**src/rtl/core/audio_volume_beat_tempo_detector_assert.svh**
```systemverilog
// Assertion macros of the beat detector RTL, used by avbt_back.
`ifndef AUDIO_VOLUME_BEAT_TEMPO_DETECTOR_ASSERT_SVH
`define AUDIO_VOLUME_BEAT_TEMPO_DETECTOR_ASSERT_SVH

// Same-cycle implication, disabled in reset.
`define AVBT_ASSERT_NOW(lbl, ante, cons, msg) \
	lbl: assert property (@(posedge clk) disable iff (!arst_n) (ante) |-> (cons)) \
		else $error(msg);

// Next-cycle implication, disabled in reset.
`define AVBT_ASSERT_NEXT(lbl, ante, cons, msg) \
	lbl: assert property (@(posedge clk) disable iff (!arst_n) (ante) |=> (cons)) \
		else $error(msg);

`endif

```
**src/rtl/core/avbt_pkg.sv**
```systemverilog
// Shared types and constants of the beat detector.
package avbt_pkg;

	localparam int SQ_W     = 44;
	localparam int CNT_W    = 13;
	localparam logic [17:0] PP_LIMIT = 18'd131072;
	localparam logic [15:0] BPM_NUM  = 16'd60000;

	localparam logic [1:0] REG_VOL_WEIGHT   = 2'd0;
	localparam logic [1:0] REG_ENERGY_RATIO = 2'd1;
	localparam logic [1:0] REG_COOLDOWN     = 2'd2;
	localparam logic [1:0] REG_LONG_WEIGHT  = 2'd3;

	typedef struct packed {
		logic signed [31:0] raw_word;
		logic               window_last;
		logic [31:0]        now_ms;
	} in_item_t;

	typedef struct packed {
		logic [7:0]  volume;
		logic        beat;
		logic [15:0] bpm;
	} out_item_t;

	typedef struct packed {
		logic [17:0]      pp;
		logic [SQ_W-1:0]  sq;
		logic [CNT_W-1:0] count;
		logic [31:0]      now_ms;
	} win_rec_t;

	typedef struct packed {
		logic [7:0]  volume_smooth_weight;
		logic [9:0]  energy_ratio;
		logic [15:0] cooldown_ms;
		logic [15:0] long_avg_weight;
	} cfg_t;

endpackage

```
**src/rtl/core/avbt_fifo.sv**
```systemverilog
// Two-entry queue between the window front end and the back end.
module avbt_fifo #(
	parameter type item_t = logic
) (
	input  logic  clk,
	input  logic  arst_n,
	input  logic  wr,
	input  item_t wdata,
	output logic  full,
	input  logic  rd,
	output item_t rdata,
	output logic  empty
);
	item_t      mem_q [2];
	logic       wp_q, rp_q;
	logic [1:0] cnt_q;

	assign full  = (cnt_q == 2'd2);
	assign empty = (cnt_q == 2'd0);
	assign rdata = mem_q[rp_q];

	always_ff @(posedge clk) begin
		if (wr && !full) begin
			mem_q[wp_q] <= wdata;
		end
	end

	always_ff @(posedge clk or negedge arst_n) begin
		if (!arst_n) begin
			wp_q  <= 1'b0;
			rp_q  <= 1'b0;
			cnt_q <= 2'd0;
		end else begin
			if (wr && !full) wp_q <= ~wp_q;
			if (rd && !empty) rp_q <= ~rp_q;
			cnt_q <= cnt_q + 2'((wr && !full) ? 1 : 0) - 2'((rd && !empty) ? 1 : 0);
		end
	end
endmodule

```
**src/rtl/core/avbt_front.sv**
```systemverilog
// Per-sample window statistics: min, max, saturating sum of squares, count.
module avbt_front #(
	parameter int WINDOW_MAX = 512
) (
	input  logic               clk,
	input  logic               arst_n,
	input  logic               accept,
	input  avbt_pkg::in_item_t sample,
	output logic               rec_push,
	output avbt_pkg::win_rec_t rec
);
	localparam int CW = $clog2(WINDOW_MAX + 1);

	logic signed [17:0] min_q, max_q, s, min_n, max_n;
	logic [43:0]        sq_q, sq_n;
	logic [CW-1:0]      cnt_q, cnt_n;
	logic [17:0]        mag;
	logic [35:0]        sqr;
	logic [44:0]        sum;
	logic signed [18:0] diff;
	logic               close;

	always_comb begin
		s     = sample.raw_word[31:14];
		mag   = s[17] ? 18'(-s) : 18'(s);
		sqr   = 36'(mag) * 36'(mag);
		sum   = 45'(sq_q) + 45'(sqr);
		sq_n  = sum[44] ? {44{1'b1}} : sum[43:0];
		min_n = (s < min_q) ? s : min_q;
		max_n = (s > max_q) ? s : max_q;
		cnt_n = cnt_q + CW'(1);
		close = sample.window_last || (cnt_n == CW'(WINDOW_MAX));
		diff  = 19'(max_n) - 19'(min_n);
		rec.pp     = (diff > 19'(avbt_pkg::PP_LIMIT)) ? avbt_pkg::PP_LIMIT : diff[17:0];
		rec.sq     = sq_n;
		rec.count  = avbt_pkg::CNT_W'(cnt_n);
		rec.now_ms = sample.now_ms;
		rec_push   = accept && close;
	end

	always_ff @(posedge clk or negedge arst_n) begin
		if (!arst_n) begin
			min_q <= 18'sh1FFFF;
			max_q <= 18'sh20000;
			sq_q  <= '0;
			cnt_q <= '0;
		end else if (accept) begin
			if (close) begin
				min_q <= 18'sh1FFFF;
				max_q <= 18'sh20000;
				sq_q  <= '0;
				cnt_q <= '0;
			end else begin
				min_q <= min_n;
				max_q <= max_n;
				sq_q  <= sq_n;
				cnt_q <= cnt_n;
			end
		end
	end
endmodule

```
**src/rtl/core/avbt_div.sv**
```systemverilog
// Restoring divider, one quotient bit per cycle.
module avbt_div (
	input  logic        clk,
	input  logic        arst_n,
	input  logic        start,
	input  logic [59:0] dividend,
	input  logic [31:0] divisor,
	output logic        busy,
	output logic        done,
	output logic [59:0] quotient
);
	logic [59:0] quo_q;
	logic [32:0] rem_q, r2;
	logic [31:0] dvs_q;
	logic [5:0]  cnt_q;
	logic        done_q;
	logic        ge;

	assign busy     = (cnt_q != 6'd0);
	assign done     = done_q;
	assign quotient = quo_q;

	always_comb begin
		r2 = {rem_q[31:0], quo_q[59]};
		ge = (r2 >= 33'(dvs_q));
	end

	always_ff @(posedge clk) begin
		if (start) begin
			quo_q <= dividend;
			rem_q <= '0;
			dvs_q <= divisor;
		end else if (busy) begin
			rem_q <= ge ? (r2 - 33'(dvs_q)) : r2;
			quo_q <= {quo_q[58:0], ge};
		end
	end

	always_ff @(posedge clk or negedge arst_n) begin
		if (!arst_n) begin
			cnt_q  <= '0;
			done_q <= 1'b0;
		end else begin
			done_q <= (cnt_q == 6'd1);
			if (start) cnt_q <= 6'd60;
			else if (busy) cnt_q <= cnt_q - 6'd1;
		end
	end
endmodule

```
**src/rtl/core/avbt_back.sv**
```systemverilog
// Window-end sequencer: volume EMA, energy, beat test, tempo, long average.
`include "audio_volume_beat_tempo_detector_assert.svh"
module avbt_back #(
	parameter int BEAT_HISTORY = 8
) (
	input  logic                clk,
	input  logic                arst_n,
	input  avbt_pkg::cfg_t      cfg,
	input  avbt_pkg::win_rec_t  rec,
	input  logic                rec_empty,
	output logic                rec_pop,
	output avbt_pkg::out_item_t result,
	output logic                empty,
	input  logic                pop
);
	localparam int IW = (BEAT_HISTORY > 1) ? $clog2(BEAT_HISTORY) : 1;
	localparam int FW = $clog2(BEAT_HISTORY + 1);

	typedef enum logic [9:0] {
		S_IDLE = 10'b0000000001,
		S_VOL  = 10'b0000000010,
		S_DIVE = 10'b0000000100,
		S_MULR = 10'b0000001000,
		S_RING = 10'b0000010000,
		S_DIVS = 10'b0000100000,
		S_DIVT = 10'b0001000000,
		S_EMA  = 10'b0010000000,
		S_OUT  = 10'b0100000000,
		S_CMP  = 10'b1000000000
	} state_t;

	state_t             state_q;
	avbt_pkg::win_rec_t rec_q;
	avbt_pkg::out_item_t out_q;
	logic               out_valid_q;
	logic [15:0]        vavg_q;
	logic [50:0]        energy_q, long_q;
	logic               primed_q, beat_q;
	logic [31:0]        last_beat_q;
	logic [31:0]        ring_q [BEAT_HISTORY];
	logic [IW-1:0]      idx_q;
	logic [FW-1:0]      fill_q;
	logic [15:0]        tempo_q;

	// shared 17x17 multiply-accumulate
	logic        mac_ema_q, mac_run_q, pv_q;
	logic [2:0]  step_q;
	logic [1:0]  kp_q;
	logic [33:0] prod_q;
	logic [67:0] acc_q;
	logic [50:0] mop;
	logic [16:0] mchunk, mfac;
	logic [1:0]  kcur;
	logic        mac_done;

	// divider
	logic        div_start, div_busy, div_done;
	logic [59:0] div_a, div_q;
	logic [31:0] div_b;

	logic [16:0] vol;
	logic [26:0] vsum;
	logic [FW:0] old_t;
	logic [IW-1:0] oldest;
	logic [31:0] span;

	always_comb begin
		kcur   = (step_q >= 3'd3) ? 2'(step_q - 3'd3) : step_q[1:0];
		mop    = (step_q < 3'd3) ? long_q : energy_q;
		case (kcur)
			2'd0:    mchunk = mop[16:0];
			2'd1:    mchunk = mop[33:17];
			default: mchunk = mop[50:34];
		endcase
		if (!mac_ema_q) mfac = 17'(cfg.energy_ratio);
		else if (step_q < 3'd3) mfac = 17'd65536 - 17'(cfg.long_avg_weight);
		else mfac = 17'(cfg.long_avg_weight);
		mac_done = mac_run_q && !pv_q && (step_q == (mac_ema_q ? 3'd6 : 3'd3));

		vol  = 17'((26'(rec_q.pp) * 26'd255) >> 9);
		vsum = 27'(vavg_q) * 27'(9'd256 - 9'(cfg.volume_smooth_weight))
			+ 27'(vol) * 27'(cfg.volume_smooth_weight) + 27'd128;

		old_t = (FW+1)'(idx_q) + (FW+1)'(BEAT_HISTORY) - (FW+1)'(fill_q);
		if (old_t >= (FW+1)'(BEAT_HISTORY)) old_t = old_t - (FW+1)'(BEAT_HISTORY);
		oldest = old_t[IW-1:0];
		span   = rec_q.now_ms - ring_q[oldest];

		div_start = 1'b0;
		div_a     = {rec_q.sq, 16'd0};
		div_b     = 32'(rec_q.count);
		case (state_q)
			S_VOL: div_start = 1'b1;
			S_RING: begin
				div_a     = 60'(span);
				div_b     = 32'(fill_q - FW'(1));
				div_start = (fill_q >= FW'(2)) && (span != 32'd0);
			end
			S_DIVS: begin
				div_a     = 60'(avbt_pkg::BPM_NUM);
				div_b     = div_q[31:0];
				div_start = div_done && (div_q[31:0] != 32'd0);
			end
			default: ;
		endcase
		rec_pop = (state_q == S_IDLE) && !rec_empty;
	end

	avbt_div u_div (
		.clk      (clk),
		.arst_n   (arst_n),
		.start    (div_start),
		.dividend (div_a),
		.divisor  (div_b),
		.busy     (div_busy),
		.done     (div_done),
		.quotient (div_q)
	);

	assign result = out_q;
	assign empty  = !out_valid_q;

	always_ff @(posedge clk) begin
		if (rec_pop) rec_q <= rec;
		if (state_q == S_MULR && mac_done && ({energy_q, 8'd0} > acc_q[58:0])
			&& acc_q[67:59] == 9'd0) begin
			ring_q[idx_q] <= rec_q.now_ms;
		end
		if (mac_run_q) begin
			prod_q <= 34'(mchunk) * 34'(mfac);
			kp_q   <= kcur;
		end
		if (state_q == S_OUT && !out_valid_q) begin
			out_q.volume <= 8'((17'(vavg_q) + 17'd128) >> 8);
			out_q.beat   <= beat_q;
			out_q.bpm    <= tempo_q;
		end
	end

	always_ff @(posedge clk or negedge arst_n) begin
		if (!arst_n) begin
			state_q     <= S_IDLE;
			out_valid_q <= 1'b0;
			vavg_q      <= '0;
			energy_q    <= '0;
			long_q      <= '0;
			primed_q    <= 1'b0;
			beat_q      <= 1'b0;
			last_beat_q <= '0;
			idx_q       <= '0;
			fill_q      <= '0;
			tempo_q     <= '0;
			mac_ema_q   <= 1'b0;
			mac_run_q   <= 1'b0;
			pv_q        <= 1'b0;
			step_q      <= '0;
			acc_q       <= '0;
		end else begin
			if (pop && out_valid_q) out_valid_q <= 1'b0;

			// MAC sequencing; the ratio-to-EMA hand-over is done in S_MULR
			if (mac_run_q && !(state_q == S_MULR && mac_done)) begin
				pv_q <= (step_q != (mac_ema_q ? 3'd6 : 3'd3));
				if (step_q != (mac_ema_q ? 3'd6 : 3'd3)) step_q <= step_q + 3'd1;
				if (pv_q) acc_q <= acc_q + (68'(prod_q) << (17 * kp_q));
				if (mac_done) mac_run_q <= 1'b0;
			end

			case (state_q)
				S_IDLE: begin
					if (!rec_empty) state_q <= S_VOL;
				end
				S_VOL: begin
					vavg_q  <= vsum[23:8];
					beat_q  <= 1'b0;
					state_q <= S_DIVE;
				end
				S_DIVE: begin
					if (div_done) begin
						energy_q <= div_q[50:0];
						if (!primed_q) begin
							long_q   <= div_q[50:0];
							primed_q <= 1'b1;
							state_q  <= S_OUT;
						end else begin
							state_q <= S_CMP;
						end
					end
				end
				S_CMP: begin
					mac_run_q <= 1'b1;
					pv_q      <= 1'b0;
					step_q    <= '0;
					if ((rec_q.now_ms - last_beat_q) >= 32'(cfg.cooldown_ms)
						&& long_q != '0) begin
						mac_ema_q <= 1'b0;
						acc_q     <= '0;
						state_q   <= S_MULR;
					end else begin
						mac_ema_q <= 1'b1;
						acc_q     <= 68'd32768;
						state_q   <= S_EMA;
					end
				end
				S_MULR: begin
					if (mac_done) begin
						mac_ema_q <= 1'b1;
						pv_q      <= 1'b0;
						step_q    <= '0;
						acc_q     <= 68'd32768;
						if (({energy_q, 8'd0} > acc_q[58:0]) && acc_q[67:59] == 9'd0) begin
							beat_q      <= 1'b1;
							last_beat_q <= rec_q.now_ms;
							idx_q       <= (idx_q == IW'(BEAT_HISTORY - 1)) ? '0 : idx_q + IW'(1);
							if (fill_q < FW'(BEAT_HISTORY)) fill_q <= fill_q + FW'(1);
							mac_run_q   <= 1'b0;
							state_q     <= S_RING;
						end else begin
							state_q <= S_EMA;
						end
					end
				end
				S_RING: begin
					if (div_start) begin
						state_q <= S_DIVS;
					end else begin
						mac_run_q <= 1'b1;
						state_q   <= S_EMA;
					end
				end
				S_DIVS: begin
					if (div_done) begin
						if (div_start) begin
							state_q <= S_DIVT;
						end else begin
							mac_run_q <= 1'b1;
							state_q   <= S_EMA;
						end
					end
				end
				S_DIVT: begin
					if (div_done) begin
						tempo_q   <= div_q[15:0];
						mac_run_q <= 1'b1;
						state_q   <= S_EMA;
					end
				end
				S_EMA: begin
					if (mac_done) begin
						long_q  <= acc_q[66:16];
						state_q <= S_OUT;
					end
				end
				S_OUT: begin
					if (!out_valid_q) begin
						out_valid_q <= 1'b1;
						state_q     <= S_IDLE;
					end
				end
				default: state_q <= S_IDLE;
			endcase
		end
	end

	`AVBT_ASSERT_NOW(a_div_idle_start, div_start, !div_busy, "divider restarted while busy")
	`AVBT_ASSERT_NEXT(a_out_hold, state_q == S_OUT && out_valid_q && !pop, state_q == S_OUT, "result lost")
	`AVBT_ASSERT_NOW(a_fill_range, 1'b1, fill_q <= FW'(BEAT_HISTORY), "beat ring overfilled")
	`AVBT_ASSERT_NOW(a_beat_primed, beat_q, primed_q, "beat before long average seeded")
endmodule

```
**src/rtl/core/audio_volume_beat_tempo_detector.sv**
```systemverilog
// Top level of the audio volume, beat and tempo detector.
// Usage:
//  Input queue: drive sample and raise push; an item is taken on a clock edge
//  with push high and full low. One item is one microphone word plus the
//  window_last marker and the millisecond time stamp.
//  Result queue: while empty is low, result holds volume, beat and bpm of the
//  oldest finished window; pop with empty low takes it.
//  One result comes out per window: on window_last or when WINDOW_MAX samples
//  have been seen.
// Throughput: one item per cycle at the front end while full is low. Each window
//  end goes to a two-entry queue, worked off one window at a time by a back end
//  with a one-bit-per-cycle divider and a 17x17 multiply-accumulate. full rises
//  only while that queue is full.
// Reset: clears window statistics, averages, beat history, tempo and queues,
//  and loads the register defaults; no clearing pass is needed.
// Stall: a result not taken holds the back end after it has finished the
//  next window; the front end keeps accepting until the queue fills.
module audio_volume_beat_tempo_detector #(
	parameter int WINDOW_MAX   = 512,
	parameter int BEAT_HISTORY = 8
) (
	input  logic                clk,
	input  logic                arst_n,
	input  logic                cfg_wen,
	input  logic [1:0]          cfg_index,
	input  logic [15:0]         cfg_data,
	input  avbt_pkg::in_item_t  sample,
	input  logic                push,
	output logic                full,
	output avbt_pkg::out_item_t result,
	output logic                empty,
	input  logic                pop
);
	avbt_pkg::cfg_t     cfg_q;
	avbt_pkg::win_rec_t rec_in, rec_out;
	logic               rec_push, rec_full, rec_empty, rec_pop, accept;

	// configuration registers
	always_ff @(posedge clk or negedge arst_n) begin
		if (!arst_n) begin
			cfg_q.volume_smooth_weight <= 8'd77;
			cfg_q.energy_ratio         <= 10'd410;
			cfg_q.cooldown_ms          <= 16'd200;
			cfg_q.long_avg_weight      <= 16'd131;
		end else if (cfg_wen) begin
			case (cfg_index)
				avbt_pkg::REG_VOL_WEIGHT:   cfg_q.volume_smooth_weight <= cfg_data[7:0];
				avbt_pkg::REG_ENERGY_RATIO: cfg_q.energy_ratio         <= cfg_data[9:0];
				avbt_pkg::REG_COOLDOWN:     cfg_q.cooldown_ms          <= cfg_data;
				avbt_pkg::REG_LONG_WEIGHT:  cfg_q.long_avg_weight      <= cfg_data;
				default: ;
			endcase
		end
	end

	// conservative: hold input whenever the window queue is full
	assign full   = rec_full;
	assign accept = push && !rec_full;

	avbt_front #(.WINDOW_MAX(WINDOW_MAX)) u_front (
		.clk      (clk),
		.arst_n   (arst_n),
		.accept   (accept),
		.sample   (sample),
		.rec_push (rec_push),
		.rec      (rec_in)
	);

	avbt_fifo #(.item_t(avbt_pkg::win_rec_t)) u_fifo (
		.clk    (clk),
		.arst_n (arst_n),
		.wr     (rec_push),
		.wdata  (rec_in),
		.full   (rec_full),
		.rd     (rec_pop),
		.rdata  (rec_out),
		.empty  (rec_empty)
	);

	avbt_back #(.BEAT_HISTORY(BEAT_HISTORY)) u_back (
		.clk       (clk),
		.arst_n    (arst_n),
		.cfg       (cfg_q),
		.rec       (rec_out),
		.rec_empty (rec_empty),
		.rec_pop   (rec_pop),
		.result    (result),
		.empty     (empty),
		.pop       (pop)
	);
endmodule

```
**config.mk**
```make
export PLATFORM = sky130hd
export DESIGN_NAME = audio_volume_beat_tempo_detector
export DESIGN_NICKNAME = d
export VERILOG_FILES = /design/src/rtl/core/avbt_pkg.sv /design/src/rtl/core/avbt_fifo.sv /design/src/rtl/core/avbt_front.sv /design/src/rtl/core/avbt_div.sv /design/src/rtl/core/avbt_back.sv /design/src/rtl/core/audio_volume_beat_tempo_detector.sv
export VERILOG_INCLUDE_DIRS = /design/src /design/src/rtl/core
export SDC_FILE = /design/constraint.sdc
export NUM_CORES = 2
export LEC_CHECK = 0
export BUFFER_PORTS_ARGS = -buffer_cell sky130_fd_sc_hd__buf_2
export CORE_MARGIN = 5
export CORE_UTILIZATION = 45
export DETAILED_ROUTE_END_ITERATION = 10
export PLACE_DENSITY_LB_ADDON = 0.3
export SLEW_MARGIN = 30
export SYNTH_ARGS = -nofsm -noshare
export SYNTH_HDL_FRONTEND = slang
export SYNTH_SLANG_ARGS = --single-unit
```
**constraint.sdc**
```tcl
create_clock -name clk -period 25.1 [get_ports clk]
set_clock_uncertainty 0.2 [all_clocks]
set_input_delay 2.51 -clock clk [delete_from_list [all_inputs] [get_ports clk]]
set_output_delay 2.51 -clock clk [all_outputs]
set_load 0.05 [all_outputs]
```
; After elaboration in Yosys (flattened, before gate mapping)
; Memory sizes are Yosys's and may differ from the RTL's. A register that Yosys moved wholly into a read port is not among the register bits.
; Cells that the tools add are included.
[totals]
register_bits = 609
ramBits = 464
inputBits = 88
out_inout_bits = 27
elab_cells = 237
n_memories = 2
[memory_table]
columns = name, depth, width, read_ports, rd_ports_with_merged_regs, write_ports, line
row1 = u_back.ring_q, 8, 32, 1, 0, 1, avbt_back.sv:40  ; logic [31:0] ring_q [BEAT_HISTORY];
row2 = u_fifo.mem_q, 2, 104, 1, 1, 1, avbt_fifo.sv:14  ; item_t mem_q [2];
[classes]
n_addsub = 24
multipliers = 6
order_cmp = 11
n_eq_ne = 29
n_shift = 1
mux = 77
n_bitwise = 2
n_reduce_logical = 47
[ops]
columns = cell, count
row1 = 51-bit two-way mux, 4
row2 = 68-bit two-way mux, 3
row3 = 68-bit case mux with 2 select lines, 1
row4 = 60-bit two-way mux, 2
row5 = 60-bit case mux with 2 select lines, 1
row6 = 18-bit two-way mux, 6
row7 = 51-bit case mux with 2 select lines, 1
row8 = 10-bit case mux with 10 select lines, 1
row9 = 32-bit subtractor, 3
row10 = 10-bit two-way mux, 9
row11 = 44-bit two-way mux, 2
row12 = 68-bit adder, 1
row13 = 34-bit by 7-bit left shift with 68-bit output, 1
row14 = 32-bit case mux with 2 select lines, 1
row15 = 32-bit nonzero test, 2
row16 = 59-bit > comparator, 1
row17 = 51-bit nonzero test, 1
row18 = 44-bit by 36-bit adder with 45-bit output, 1
row19 = 18-bit by 18-bit multiplier with 36-bit output, 1
row20 = 17-bit by 17-bit multiplier with 34-bit output, 1
row21 = 17-bit two-way mux, 2
row22 = 17-bit case mux with 2 select lines, 1
row23 = 33-bit by 32-bit greater-or-equal comparator with 1-bit output, 1
row24 = 32-bit by 16-bit greater-or-equal comparator with 1-bit output, 1
row25 = 71 further kinds, 149

; Logic depth before layout (Yosys ltp)
; An unclocked memory read counts as a cell.
[depth]
word_depth = 12
depth_mapped = 45

; Modules after synthesis
; A second synthesis with hierarchy kept.
[unflattened]
cells_unflattened = 8956
hier_area_um2 = 93134.3
[modules_own_cells]
columns = mod, n_inst, cells_each, area_each_um2
row1 = avbt_back, 1, 5844, 58859.0
row2 = avbt_front, 1, 1977, 17189.0
row3 = avbt_fifo, 1, 351, 7988.9
row4 = avbt_div, 1, 676, 7180.6
row5 = audio_volume_beat_tempo_detector, 1, 108, 1916.8

; Worst setup path after synthesis
; OpenSTA, ideal clock, no wires.
[synth_path]
kind = input to register
start = input sample[47] (netlist name)
end = memory u_fifo.mem_q[0][83] (netlist name) (data pin)
setup_ns = 0.262
arrival_time_ns = 10.413
required_ns = 24.638
setup_slack_ns = 14.225
stages = 31
cell_sequence = clkinv_1 > nand2_1 > or4_1 > nand2b_1 > or3_1 > nand2_1 > xor2_1 > clkinv_1 > nand2_1 > inv_1 > fa_1 > fa_1 > inv_1 > fa_1 > inv_1 > fa_1 > inv_1 > fa_1 > inv_1 > fa_1 > ha_1 > and3_1 > nand2_1 > a21oi_1 > a211o_1 > a21oi_1 > or2_2 > o311ai_0 > and2_1 > xnor2_1 > nand2_1
[synth_lines]
columns = item, line
row1 = start: declaration, audio_volume_beat_tempo_detector.sv:27  ; input avbt_pkg::in_item_t sample,
row2 = end: declaration, avbt_fifo.sv:14

==> results.json <==
{
  "io_buffer_count": 100,
  "coreArea_sq_um": 199700,
  "cts_resized": 0,
  "wl_microns": 237900,
  "cts_tree": "done",
  "clk_pin_slew_ps": 60,
  "synthesis.area_sq_um": 90330,
  "min_to": "u_back.result[1]$_DFFE_PP_",
  "r2r_slack_ps": 13060,
  "r2r_cells": 35,
  "holdCritStartpoint": "u_back.tempo_q[1]$_DFFE_PN0P_",
  "grt-ovfl-total": 0,
  "yosys_register_bits": 1164,
  "cts-htree-levels": 4,
  "rsz0062_at_grt": "no",
  "final_max_slew_viol_count": 0,
  "setup_viol": 0,
  "mostFrequentLayoutCell": "inv_1",
  "clkSinkCount": 1164,
  "r2r-start": "u_back.rec_q[98]$_DFFE_PP_",
  "wl_met1_microns": 105300,
  "syn_to_final_growth_pct": 9.248,
  "yosys.area.top_type_share_pct": 23.97,
  "whs_path_depth": 0,
  "highest_layer": "met5",
  "worst_setup_path_start_kind": "input pin",
  "timing.rr.end": "u_back.vavg_q[15]$_DFFE_PN0P_",
  "fin_crit_sh_pct": 48.11,
  "hold_buffers": 0,
  "avgViaCountPerCell": 5.530,
  "grt_max_degree": 104,
  "clock.fmax_mhz": 82.81,
  "route.met3.wl_microns": 13120,
  "crit_path_frequent_cell": "fa_1",
  "synth_edf_count": 721,
  "slowest_stage": "or2_2",
  "cts_root_buffer": "clkbuf_16",
  "drive_gt1_share_pct": 9.890,
  "fin_util_pct": 49.42,
  "syn_inst": 8581,
  "die_y_microns": 458.0,
  "min_path_type": "reg -> reg",
  "cap_violations": 0,
  "rows": 164,
  "grt_pass1_vias": 64880,
  "status": "complete, no violations",
  "period_needed_ps": 12080,
  "arrival_ps": 12540,
  "grt_usage_pct": 22.72,
  "synth-warning-count": 0,
  "ioPinCount": 115,
  "place_congestion": 0.9630,
  "die_x_microns": 458.0,
  "crit_fanout": 39,
  "synth_area_leaders": "edfxtp_1, fa_1, dfrtp_1",
  "finalHoldViolCount": 0,
  "clk_latency_ps": 790,
  "met2WireLength_microns": 108000,
  "post_cts_buffers": 0,
  "die_area_sq_um": 209800,
  "critPathRequiredTime_ps": 25570,
  "critPathCaptureType": "flip-flop",
  "drt-initial-drc-count": 4503,
  "tightest_slew_ps": 1006,
  "drc": 0,
  "firstDrtPassIters": 8,
  "cpPeakStageDelay_ps": 760,
  "setup_slack_ps": 13020,
  "yosysSeqAreaShare_pct": 36.11,
  "final_cell_mix": "inv_1, nand2_1, fa_1",
  "synth_top_cell_by_area": "edfxtp_1",
  "start_util_pct": 45.24,
  "cts_max_path_buffers": 3,
  "postSynthAreaPerCell_sq_um": 10.53,
  "vias": 62950,
  "wire_per_inst_microns": 20.90,
  "antenna_found_initial": 7,
  "cts_made_buffers": 130,
  "antenna_left": 0,
  "nets": 10170,
  "dp_hpwl_microns": 181000,
  "setup_tns_ps": 0,
  "ys.flop_type": "edfxtp_1",
  "grt_pass1_wl_microns": 375400,
  "place_ws_ps": 12280,
  "crit_type": "in -> reg",
  "yosysUniqueCellTypes": 89,
  "async_flop_share_pct": 35.31,
  "slew_headroom_pct": 32.88
}
critical path, delay by kind of cell:
family	cells	cell delay [ps]
XOR/XNOR	1	140
AO/OA/AOI/OAI	11	2980
AND/OR/NAND/NOR	6	2190
buffers and inverters	7	1420
adder cells (fa/ha/maj)	7	3230
cells in the mapped netlist, types with 22 or more instances:
| cell type | instances |
|---|---|
| o21a_1 | 45 |
| o21bai_1 | 39 |
| inv_1 | 1210 |
| clkbuf_1 | 287 |
| a21oi_1 | 403 |
| or3_1 | 31 |
| dfstp_2 | 34 |
| mux4_2 | 64 |
| dfrtp_1 | 377 |
| xnor2_1 | 181 |
| nor3_1 | 91 |
| buf_1 | 30 |
| and3_1 | 52 |
| a211oi_1 | 66 |
| dfxtp_1 | 32 |
| nor2b_1 | 74 |
| a21o_1 | 191 |
| o211ai_1 | 34 |
| nand2b_1 | 61 |
| edfxtp_1 | 721 |
| nand2_1 | 884 |
| nand4_1 | 59 |
| and2_1 | 218 |
| o21ai_0 | 328 |
| ha_1 | 676 |
| nor2_1 | 519 |
| nor4_1 | 50 |
| xor2_1 | 116 |
| a22o_1 | 70 |
| nand3_1 | 99 |
| o31ai_1 | 22 |
| a31oi_1 | 58 |
| mux2i_1 | 126 |
| mux2_2 | 254 |
| fa_1 | 784 |
cell type report:
| class | count | area, sq um |
|---|---|---|
| clock buffers | 177 | 3571 |
| clock inverters | 61 | 853.3 |
| fillers | 17950 | 101000 |
| diodes | 2 | 5.005 |
| inverters | 1219 | 4576 |
| flip-flops and latches | 1164 | 32620 |
| repair buffers | 223 | 1481 |
| multi-input cells | 5882 | 52250 |
| well taps | 2656 | 3323 |
state kept, by name, indices dropped and copies added, names as in the netlist, 50 cells and up:
signal,cells
u_back.ring_q,256
u_fifo.mem_q,208
u_back.rec_q,104
u_back.acc_q,68
u_back.u_div.quotient,60
u_back.energy_q,51
u_back.long_q,51
cfg_q,50
routing by layer:
metal / up-vias / GRT usage (%)
li1: 29120 / -
met1: 31680 / 31.62
met2: 1769 / 35.90
met3: 382 / 2.972
met4: 2 / 9.682
met5: - / 0
worst max path at each step:
stage	endpoint	cells after the start	slack [ps]	from
floorplan	u_fifo.mem_q[0][83]$_DFFE_PP_	31	14230	sample[47]
CTS	u_back.vavg_q[15]$_DFFE_PN0P_	39	12980	u_back.rec_q[91]$_DFFE_PP_
detailed placement	u_fifo.mem_q[0][69]$_DFFE_PP_	28	12280	sample[47]
global route	u_back.vavg_q[15]$_DFFE_PN0P_	42	12360	u_back.rec_q[91]$_DFFE_PP_
finish	u_front.sq_q[27]$_DFFE_PN0P_	32	13020	sample[47]
global placement	u_front.sq_q[27]$_DFFE_PN0P_	30	12080	sample[47]
kinds of logic (layout without fill, tap and decap cells):
| group | after synthesis | count (layout) | synth area share, % |
|---|---|---|---|
| buffers and inverters | 1545 | 1680 | 6.440 |
| flip-flops | 1164 | 1164 | 36.11 |
| multiplexers | 444 | 444 | 6.159 |
| adder cells (fa/ha/maj) | 1460 | 1460 | 26.74 |
| XOR/XNOR | 299 | 299 | 2.916 |
| AO/OA/AOI/OAI | 1438 | 1438 | 10.15 |
| other | 2 | 14 | 0.008314 |
| AND/OR/NAND/NOR | 2229 | 2229 | 11.48 |
metrics by stage:
stage	hold slack [ps]	cell area (sq um)	instances
final	248.6	98680	11380
after global routing	254.5	98680	11380
after CTS	243.0	98590	11380
after detailed placement	229.4	94160	11140
after global placement	230.3	94150	11140
after floorplan	219.4	90360	8591
Power is not shown: default switching activity piles up to over one toggle a cycle in this logic, so the estimate is an artifact.
